==> src/rtl/rvx_pkg.sv <==
// shared types, codes and constants for the rv32im execute core
// no dependencies; imported by every module of the core
package rvx_pkg;

    localparam int XLEN   = 32;
    localparam int NREGS  = 32;
    localparam int RIDX_W = 5;

    localparam logic [6:0] OPC_LUI    = 7'h37;
    localparam logic [6:0] OPC_AUIPC  = 7'h17;
    localparam logic [6:0] OPC_JAL    = 7'h6f;
    localparam logic [6:0] OPC_JALR   = 7'h67;
    localparam logic [6:0] OPC_BRANCH = 7'h63;
    localparam logic [6:0] OPC_LOAD   = 7'h03;
    localparam logic [6:0] OPC_STORE  = 7'h23;
    localparam logic [6:0] OPC_OPIMM  = 7'h13;
    localparam logic [6:0] OPC_OP     = 7'h33;
    localparam logic [6:0] OPC_SYSTEM = 7'h73;

    localparam logic [6:0]  F7_BASE   = 7'h00;
    localparam logic [6:0]  F7_ALT    = 7'h20;
    localparam logic [6:0]  F7_MULDIV = 7'h01;
    localparam logic [31:0] ECALL_WORD = 32'h0000_0073;

    localparam logic [1:0] KIND_RETIRE = 2'd0;
    localparam logic [1:0] KIND_MEMREQ = 2'd1;
    localparam logic [1:0] KIND_HALT   = 2'd2;

    localparam logic [1:0] CAUSE_NONE    = 2'd0;
    localparam logic [1:0] CAUSE_ILLEGAL = 2'd1;
    localparam logic [1:0] CAUSE_MEMFLT  = 2'd2;
    localparam logic [1:0] CAUSE_ECALL   = 2'd3;

    localparam logic [1:0] SZ_BYTE = 2'd0;
    localparam logic [1:0] SZ_HALF = 2'd1;
    localparam logic [1:0] SZ_WORD = 2'd2;

    typedef enum logic [3:0] {
        CL_LUI, CL_AUIPC, CL_JAL, CL_JALR, CL_BRANCH, CL_LOAD, CL_STORE,
        CL_OPIMM, CL_OP, CL_MULDIV, CL_SYSTEM, CL_ILLEGAL
    } t_cls;

    typedef struct packed {
        logic        req_type;
        logic [31:0] instr_word;
        logic [31:0] mem_rdata;
        logic        mem_ok;
        t_cls        cls;
    } t_qent;

    typedef struct packed {
        logic        start;
        logic [2:0]  op;
        logic [31:0] a;
        logic [31:0] b;
    } t_md_req;

    typedef struct packed {
        logic [1:0]  result_kind;
        logic [1:0]  halt_cause;
        logic [31:0] next_pc;
        logic [31:0] mem_addr;
        logic        mem_is_write;
        logic [1:0]  mem_size_log2;
        logic [31:0] store_data;
    } t_result;

endpackage

==> src/rtl/rvx_front.sv <==
// front end: two-entry queue that accepts items and tags each with its class
// depends on rvx_pkg
module rvx_front import rvx_pkg::*; (
    input  logic        i_clk,
    input  logic        i_rst_n,
    input  logic        i_valid,
    output logic        o_ready,
    input  logic        i_req_type,
    input  logic [31:0] i_instr_word,
    input  logic [31:0] i_mem_rdata,
    input  logic        i_mem_ok,
    output logic        o_head_valid,
    output t_qent       o_head,
    input  logic        i_pop
);

    t_qent      r_ent [2];
    logic       r_wp, r_rp;
    logic [1:0] r_cnt;
    t_cls       cls;
    logic       push;

    always_comb begin
        unique case (i_instr_word[6:0])
            OPC_LUI:    cls = CL_LUI;
            OPC_AUIPC:  cls = CL_AUIPC;
            OPC_JAL:    cls = CL_JAL;
            OPC_JALR:   cls = CL_JALR;
            OPC_BRANCH: cls = CL_BRANCH;
            OPC_LOAD:   cls = CL_LOAD;
            OPC_STORE:  cls = CL_STORE;
            OPC_OPIMM:  cls = CL_OPIMM;
            OPC_OP:     cls = (i_instr_word[31:25] == F7_MULDIV) ? CL_MULDIV : CL_OP;
            OPC_SYSTEM: cls = CL_SYSTEM;
            default:    cls = CL_ILLEGAL;
        endcase
    end

    assign o_ready      = (r_cnt != 2'd2);
    assign push         = i_valid && o_ready;
    assign o_head_valid = (r_cnt != 2'd0);
    assign o_head       = r_ent[r_rp];

    always_ff @(posedge i_clk) begin
        if (push) begin
            r_ent[r_wp] <= '{req_type: i_req_type, instr_word: i_instr_word,
                             mem_rdata: i_mem_rdata, mem_ok: i_mem_ok, cls: cls};
        end
    end

    always_ff @(posedge i_clk) begin
        if (!i_rst_n) begin
            r_wp  <= 1'b0;
            r_rp  <= 1'b0;
            r_cnt <= 2'd0;
        end else begin
            if (push) r_wp <= ~r_wp;
            if (i_pop) r_rp <= ~r_rp;
            r_cnt <= r_cnt + 2'(push) - 2'(i_pop);
        end
    end

endmodule

==> config.mk <==
export PLATFORM = sky130hd
export DESIGN_NAME = rvx_front
export DESIGN_NICKNAME = d
export VERILOG_FILES = /design/src/rtl/rvx_pkg.sv /design/src/rtl/rvx_front.sv
export SDC_FILE = /design/constraint.sdc
export NUM_CORES = 1
export LEC_CHECK = 0
export ABC_AREA = 0
export BUFFER_PORTS_ARGS = -buffer_cell sky130_fd_sc_hd__buf_2
export CAP_MARGIN = 20
export CORE_ASPECT_RATIO = 0.9
export CORE_MARGIN = 2
export CORE_UTILIZATION = 24
export DETAILED_ROUTE_END_ITERATION = 10
export PLACE_DENSITY = 0.52
export REMOVE_ABC_BUFFERS = 1
export SYNTH_ARGS = -nofsm -noshare
export SYNTH_HDL_FRONTEND = slang
export SYNTH_SLANG_ARGS = --single-unit
==> constraint.sdc <==
create_clock -name i_clk -period 4 [get_ports i_clk]
set_clock_uncertainty 0.05 [all_clocks]
set_input_delay 0.6 -clock i_clk [delete_from_list [all_inputs] [get_ports i_clk]]
set_output_delay 0.6 -clock i_clk [all_outputs]
set_load 0.05 [all_outputs]
==> metrics, run 1 <==
routability cong. 0.727; Avg Synthesized Cell Area 21.3 µm²; first-pass GRT wire length 17600 µm; max cap viols 0; CP Data Required Time 3.35 ns; DR vias/cell 3.95; number of antenna violations at the first check in global routing 0; critical path type reg2out; largest family of logic cells by synthesized area multiplexers; clk_lat worst skew 0.41 ns; nets@finish 496; Slew @ Worst Pin 1.02 ns; Die ar. 25100 µm²; largest stage delay on the critical path 0.80 ns; cts hold-fix bufs 0; clock-pin slew on the worst setup and hold paths 0.06 ns; CP Launch Type flip-flop; number of hold violations in the final report 0; Starting Density 24.5%; Die H 151 µm; layout cell share with drive strength beyond 1 55.8%; DRT Pass-1 Iters 4; Power Density 635 nW/µm²; worst-path fanout max 36; Post-CTS Setup Inserts 0; crit end category output pin; CP Cell Sequence buf_12, mux2_4, buf_2; crit-path leading delay family flip-flops; Post-Route WL 11500 µm; CTS H-tree depth 4; CTS sink count 145; Worst path slowest cell dfxtp_4; Synth cell types 27; sequential area share after synthesis 75.1%; Leak 2.80 nW; post-CTS sizing 0; WP buf/inv 2; Reg2Reg Launch Point r_cnt[0]; CTS Buf Count 17; Bufs on Longest Clock Path 2; Fmax achieved 0.349 GHz; Initial DRC Count 129; Compound-Gate Fraction of Synth Area 1.05%; port bufs 141; adder-cell share of the synthesized area 0.437%; # fillers 2322; post-synthesis xor/xnor area fraction 0.764%; antenna viol nets, final 0; # IOs 142; WL/cell 15.5 µm; Peak VDD IR 0.225 mV; grt ovf 0; Site Rows 53; Final Cycle Share 71.7%; post-synthesis mux area share 18.3%; synth warn 0; Post-Synth Simple-Gate Area 2.62%; critical path arrival 2.22 ns; Die Width 167 µm; unrepaired setup endpoints after global routing no; vias post-DR 2922; FF+latch count, synth 145; Worst Hold Launch i_instr_word[15]; overall power 4.65 mW; Slew Viols, Final 0; Final Critical Period 2.87 ns; vias in the first global route 3214; endpoints failing setup 0; setup_tns 0 ns; synth-to-layout area growth 27.8%; Relative slew margins 31.9%; Residual DRC 0; Tightest Hold Check Type in2reg; GRT Total Usage 9.41%; total core area 23400 µm²; Cells after Synth 269; largest net degree at the start of global routing 71; synthesized cell area 5730 µm²; CTS root buf clkbuf_16; CTS tree done; outcome finished, final reports clean; DP HPWL 7140 µm
[routing by layer]
metal  GRT usage [%]  wire length [µm]  up-vias
met2            15.8              5770       94
met1            10.2              4780     1459
met5               0                 0        -
li1                -                 -     1365
met4            3.92                64        0
met3            4.52               856        4
[synth_stat cells]
cell	number	area share (%)
xnor2_1	4	0.61
nor2_1	4	0.26
and2b_1	1	0.13
buf_6	7	1.4
and3_1	1	0.11
or3_1	1	0.11
o21ai_0	1	0.087
nor4_1	1	0.11
and2_1	5	0.55
o32ai_1	1	0.15
o311ai_2	1	0.28
edfxtp_1	140	73
nor3_1	1	0.087
a31oi_1	2	0.22
xor2_1	1	0.15
nor4b_1	1	0.15
nand3_1	2	0.17
a21oi_1	1	0.087
nand2_1	6	0.39
inv_1	3	0.20
o22ai_1	2	0.22
or2_2	1	0.11
mux2_4	70	18
dfxtp_1	5	1.7
nand2b_1	4	0.44
buf_4	1	0.13
ha_1	2	0.44
[layout make-up]
class | count | area, µm² | area share (%)
diodes | 1 | 2.50 | 0.0342
clock buffers | 19 | 433 | 5.91
clock inverters | 13 | 95.1 | 1.30
inverters | 3 | 11.3 | 0.154
multi-input cells | 113 | 1340 | 18.3
flip-flops and latches | 145 | 4310 | 58.8
well taps | 302 | 378 | 5.16
repair buffers | 144 | 753 | 10.3
[sequential cells by signal (all words and copies together) (netlist names), named ones only]
name	flops
r_rp	1
r_wp	1
r_ent	140
r_cnt	2
[power by group]
part	internal (mW)	leakage (nW)	total, mW	switching (mW)
Sequential	1.94	1.34	2.02	0.0774
Clock	0.842	0.251	1.44	0.598
Combinational	0.367	1.21	1.19	0.827
Total	3.15	2.80	4.65	1.50
[placed cells by master, fill, tap and decap left out, drive strengths merged, types with 2 or more instances in the layout]
| master | instances |
|---|---|
| edfxtp | 140 |
| buf | 144 |
| inv | 4 |
| dfxtp | 5 |
| nand3 | 2 |
| and2 | 5 |
| mux2 | 70 |
| ha | 2 |
| xnor2 | 4 |
| o22ai | 2 |
| clkbuf | 19 |
| nand2b | 4 |
| nand2 | 6 |
| clkinvlp | 3 |
| clkinv | 8 |
| nor2 | 4 |
| a31oi | 2 |
[final timing paths]
kind,endpoint,slack [ns],cells past startpoint
max,o_head[0],1.13,3
min,r_ent[1][52],0.33,1
max reg2reg,r_ent[0][17],2.01,4
min reg2reg,r_rp,0.53,2
[per-stage QoR]
| step | cell area, µm² | instances | utilization [%] | setup WS (ns) | hold slack [ns] |
|---|---|---|---|---|---|
| after floorplan | 5650 | 261 | - | -0.480 | 0.505 |
| after global placement | 6770 | 706 | 28.9 | 1.55 | 0.522 |
| after detailed placement | 6770 | 706 | 28.9 | 1.53 | 0.518 |
| after CTS | 7300 | 738 | 31.2 | 1.06 | 0.297 |
| after global routing | 7320 | 739 | 31.3 | 1.01 | 0.294 |
| final | 7320 | 740 | 31.3 | 1.13 | 0.329 |
[cell families (layout without fill, tap and decap cells)]
logic type                 after synthesis  count (layout)
AOI/OAI and AO/OA                        8               8
xor gates and xnor gates                 5               5
adders and majority gates                2               2
buffers and inverters                   11             179
DFF                                    145             145
muxes                                   70              70
other                                    0               1
and+or+nand+nor                         28              28
Note: power is estimated with default switching activity, not from simulation.
==> run 2, diff against run 1 <==
Settings changed: PLACE_DENSITY 0.52 to 0.5.
Clock period 4 ns to 2.9 ns, I/O delays scaled along.
==> metrics, run 2 (synthesized netlist as in run 1, its figures left out) <==
worst-path fanout max 60 (+67%); diodes inserted 0 (-1); # IOs 142 (unchanged); Reg2Reg Launch Point r_cnt[0]; Power Density 895 nW/µm² (+41%); number of hold violations in the final report 0 (unchanged); largest registers r_ent x140, r_cnt x2; port bufs 141 (unchanged); Relative slew margins 60.0% (+28 points); DP Cell Count 707 (+0.14%); Post-Layout Cell Count 739 (-0.14%); CTS root buf clkbuf_16; routability cong. 0.705 (-3.0%); CTS tree done; cts hold-fix bufs 0 (unchanged); Final Worst Setup Slack 0.437 ns (-0.696 ns); DP HPWL 7480 µm (+4.8%); endpoints failing setup 0 (unchanged); critical path arrival 1.98 ns (-0.24 ns); Leak 2.84 nW (+1.4%); GRT Total Usage 9.36% (-0.053 points); Post-CTS Setup Inserts 0 (unchanged); DP Worst Slack 0.874 ns (-0.655 ns); Min-Delay Path Depth 1 (unchanged); synth-to-layout area growth 29.1%; Worst Hold Launch i_mem_rdata[30]; outcome finished, final reports clean; vias in the first global route 3169 (-1.4%); Largest Register r_ent; nets@finish 496 (unchanged); Slew Viols, Final 0 (unchanged); Peak VDD IR 0.433 mV (+93%); number of antenna violations at the first check in global routing 0 (unchanged); total core area 23400 µm² (unchanged); layout cell share with drive strength beyond 1 56.8% (+0.92 points); Residual DRC 0 (unchanged); Die ar. 25100 µm² (unchanged); WL/cell 15.5 µm (+0.15%); Final Critical Period 2.46 ns; Reg2Reg Setup Slack 1.12 ns (-0.89 ns); CP Launch Type flip-flop; # fillers 2312 (-0.43%); Die H 151 µm (unchanged); CTS sink count 145 (unchanged); Die Width 167 µm (unchanged); clock-pin slew on the worst setup and hold paths 0.06 ns (about the same); post-CTS sizing 0 (unchanged); design area 7400 µm² (+1.1%); largest net degree at the start of global routing 71 (unchanged); Site Rows 53 (unchanged); first-pass GRT wire length 17700 µm (+0.43%); Hold Path End r_ent[1][35]; path depth of the worst reg2reg path 3 (-1); commonest cells after routing, fill and taps aside buf_2, edfxtp_1, mux2_4, clkbuf_16, nand2_1; Multi-input gate area 1340 µm² (unchanged); Area after DPL 6810 µm² (+0.48%); storage element area 4310 µm² (unchanged); max cap viols 0 (unchanged); commonest non-fill, non-tap cell in the layout buf_2; Final Cycle Share 84.9%; max reg flops 140 (unchanged); unrepaired setup endpoints after global routing no; vias post-DR 2923 (+0.034%); antenna viol nets, final 0 (unchanged); Post-Route WL 11500 µm (about the same); DRT Pass-1 Iters 4 (unchanged); Reg2Reg Capture Point r_ent[1][40]; Slew @ Worst Pin 0.601 ns (-0.420 ns); clk_lat worst skew 0.41 ns (about the same); Initial DRC Count 141 (+9.3%); critical path type reg2out; crit end category output pin; CTS Buf Count 17 (unchanged); Tightest Hold Check Type in2reg; Fmax achieved 0.406 GHz; DR vias/cell 3.96 (+0.17%); Starting Density 24.5% (unchanged); CTS H-tree depth 4 (unchanged); Bufs on Longest Clock Path 2 (unchanged); CP Data Required Time 2.41 ns (-0.94 ns); grt ovf 0 (unchanged)
==> run 2: layer usage <==
layer / vias to the layer above / share of wire (%) / global-route usage [%]
li1: 1359 / - / -
met2: 113 / 47 / 14.9
met5: - / 0 / 0
met3: 18 / 6.9 / 3.76
met4: 0 / 1.6 / 3.88
met1: 1433 / 44 / 11.3
==> run 2: area by class of cell <==
class / count / share of cell area (%)
inverters: 3 / 0.152
multi-input cells: 113 / 18.1
clock inverters: 13 / 2.20
repair buffers: 144 / 10.3
clock buffers: 19 / 5.85
well taps: 302 / 5.11
flip-flops and latches: 145 / 58.2
==> run 2: where the power goes <==
group          total [mW]  internal (mW)  leakage, nW  switching [mW]
Combinational        1.68          0.517         1.21            1.16
Clock                2.19           1.35        0.285           0.835
Sequential           2.76           2.67         1.34          0.0872
Total                6.63           4.55         2.84            2.08
==> run 2: worst max path at each step <==
stage                              to  slack, ns  cells after the start
after floorplan           r_ent[0][0]      -1.58                      3
after global placement     o_head[44]       0.90                      3
after detailed placement   o_head[44]       0.87                      3
after CTS                  o_head[44]       0.41                      3
after global routing        o_head[6]       0.34                      3
final                      o_head[44]       0.44                      3
==> run 2: per-stage QoR <==
step / util, % / setup TNS, ns / hold WS, ns / total power [mW]
finish: 31.6 / 0 / 0.160 / 6.63
global route: 31.6 / 0 / 0.133 / 6.92
CTS: 31.6 / 0 / 0.135 / 6.75
detailed placement: 29.1 / 0 / 0.540 / 4.52
global placement: 29.1 / 0 / 0.518 / 4.49
floorplan: - / -184.44 / 0.484 / 4.14
==> run 2: worst max-delay path, stage by stage (launching register included) <==
cell and delay, ns:
dfxtp_4 0.48, buf_12 0.41, mux2_4 0.36, buf_2 0.21
==> run 3, diff against run 2 <==
Clock period 2.9 ns to 2.37 ns, I/O delays scaled along.
==> metrics, run 3 (synthesized netlist as in run 1, its figures left out) <==
outcome finished, final reports clean; synth-to-layout area growth 29.7%; crit end category output pin; Post-CTS Setup Inserts 0 (unchanged); CTS Buf Count 17 (unchanged); Slew @ Worst Pin 0.574 ns (-0.0270 ns); antenna viol nets, final 0 (unchanged); Peak VDD IR 0.466 mV (+7.7%); Final Cycle Share 92.4%; Residual DRC 0 (unchanged); Relative slew margins 61.8% (+1.8 points); CTS sink count 145 (unchanged); CTS tree done; largest registers r_ent x140, r_cnt x2; DP Worst Slack 0.587 ns (-0.287 ns); total core area 23400 µm² (unchanged); nets@finish 499 (+0.60%); Core Util, Final 31.8% (+0.15 points); Fmax achieved 0.457 GHz; CTS H-tree depth 4 (unchanged); critical path arrival 1.78 ns (-0.20 ns); Reg2Reg Launch Point r_cnt[0]; DRT Pass-1 Iters 6 (+2); CP Launch Type flip-flop; first-pass GRT wire length 16900 µm (-4.3%); WL met2 5350 µm (-0.80%); WL met3 662 µm (-16%); commonest non-fill, non-tap cell in the layout buf_2; Worst Hold Launch i_instr_word[10]; grt ovf 0 (unchanged); port bufs 141 (unchanged); DP HPWL 7530 µm (+0.70%); WL/cell 15.1 µm (-2.6%); GRT Total Usage 8.96% (-0.40 points); unrepaired setup endpoints after global routing no; Die ar. 25100 µm² (unchanged); Slew Viols, Final 0 (unchanged); DRT met1 WL 5060 µm (-0.92%); Area after DPL 6830 µm² (+0.33%); vias post-DR 2917 (-0.21%); # IOs 142 (unchanged); vias in the first global route 3087 (-2.6%); Post-Route WL 11200 µm (-2.2%); Die Width 167 µm (unchanged); Site Rows 53 (unchanged); Initial DRC Count 135 (-4.3%); CTS root buf clkbuf_16; routability cong. 0.697 (-1.1%); clock-pin slew on the worst setup and hold paths 0.06 ns (about the same); Die H 151 µm (unchanged); post-CTS sizing 0 (unchanged); Leak 2.86 nW (+0.85%); design area 7440 µm² (+0.47%); DR vias/cell 3.93 (-0.61%); Starting Density 24.5% (unchanged); max reg flops 140 (unchanged); critical path type reg2out; Bufs on Longest Clock Path 2 (unchanged); largest net degree at the start of global routing 40 (-44%); worst-path fanout max 31 (-48%); Power Density 1100 nW/µm² (+23%); highest routed metal layer met4; max cap viols 0 (unchanged); CP Data Required Time 1.96 ns (-0.45 ns); Final Critical Period 2.19 ns; Final Worst Setup Slack 0.180 ns (-0.257 ns); Largest Register r_ent; clk_lat worst skew 0.41 ns (about the same); Tightest Hold Check Type in2reg; # fillers 2321 (+0.39%); number of antenna violations at the first check in global routing 0 (unchanged); cts hold-fix bufs 0 (unchanged); commonest cells after routing, fill and taps aside buf_2, edfxtp_1, mux2_4, clkbuf_16, nand2_1; layout cell share with drive strength beyond 1 57.5% (+0.75 points); number of hold violations in the final report 0 (unchanged); diodes inserted 0 (unchanged); endpoints failing setup 0 (unchanged)
[run 3: through the flow]
stage	hold WS, ns	std cells	total power [mW]	TNS [ns]
5_1_grt	0.0551	742	8.53	0
6_report	0.0814	742	8.17	0
4_1_cts	0.0527	742	8.33	0
2_1_floorplan	0.404	261	5.06	-290.17
3_5_place_dp	0.497	710	5.52	0
3_3_place_gp	0.494	710	5.50	0
[run 3: layout make-up]
cell class	count	area, µm²	share of cell area [%]
multi-input combinational	113	1340	18.1
tap	302	378	5.08
inverter	3	11.3	0.151
clock inverter	15	183	2.46
sequential	145	4310	57.9
timing repair buffer	147	788	10.6
clock buffer	17	425	5.72
[run 3: power by group]
group          switching (mW)  internal [mW]  leakage, nW
Clock                    1.07           1.67        0.294
Sequential              0.108           3.27         1.34
Combinational            1.42          0.635         1.23
Total                    2.59           5.58         2.86
[run 3: path summary, 6_finish.rpt]
path / endpoint / depth (start not counted) / slack [ns]
setup reg to reg: r_cnt[1] / 8 / 0.64
setup / recovery: o_head[45] / 3 / 0.18
hold reg to reg: r_rp / 2 / 0.53
hold / removal: r_ent[0][47] / 1 / 0.08
[run 3: per-layer routing]
metal	vias to the layer above	track usage, %
li1	1371	-
met1	1439	11.2
met2	98	14.2
met3	9	3.34
met4	0	3.49
met5	-	0
[run 3: critical path, cell delays in order (launching register included)]
cell	delay [ns]
dfxtp_4	0.50
buf_12	0.28
mux2_4	0.34
buf_2	0.21
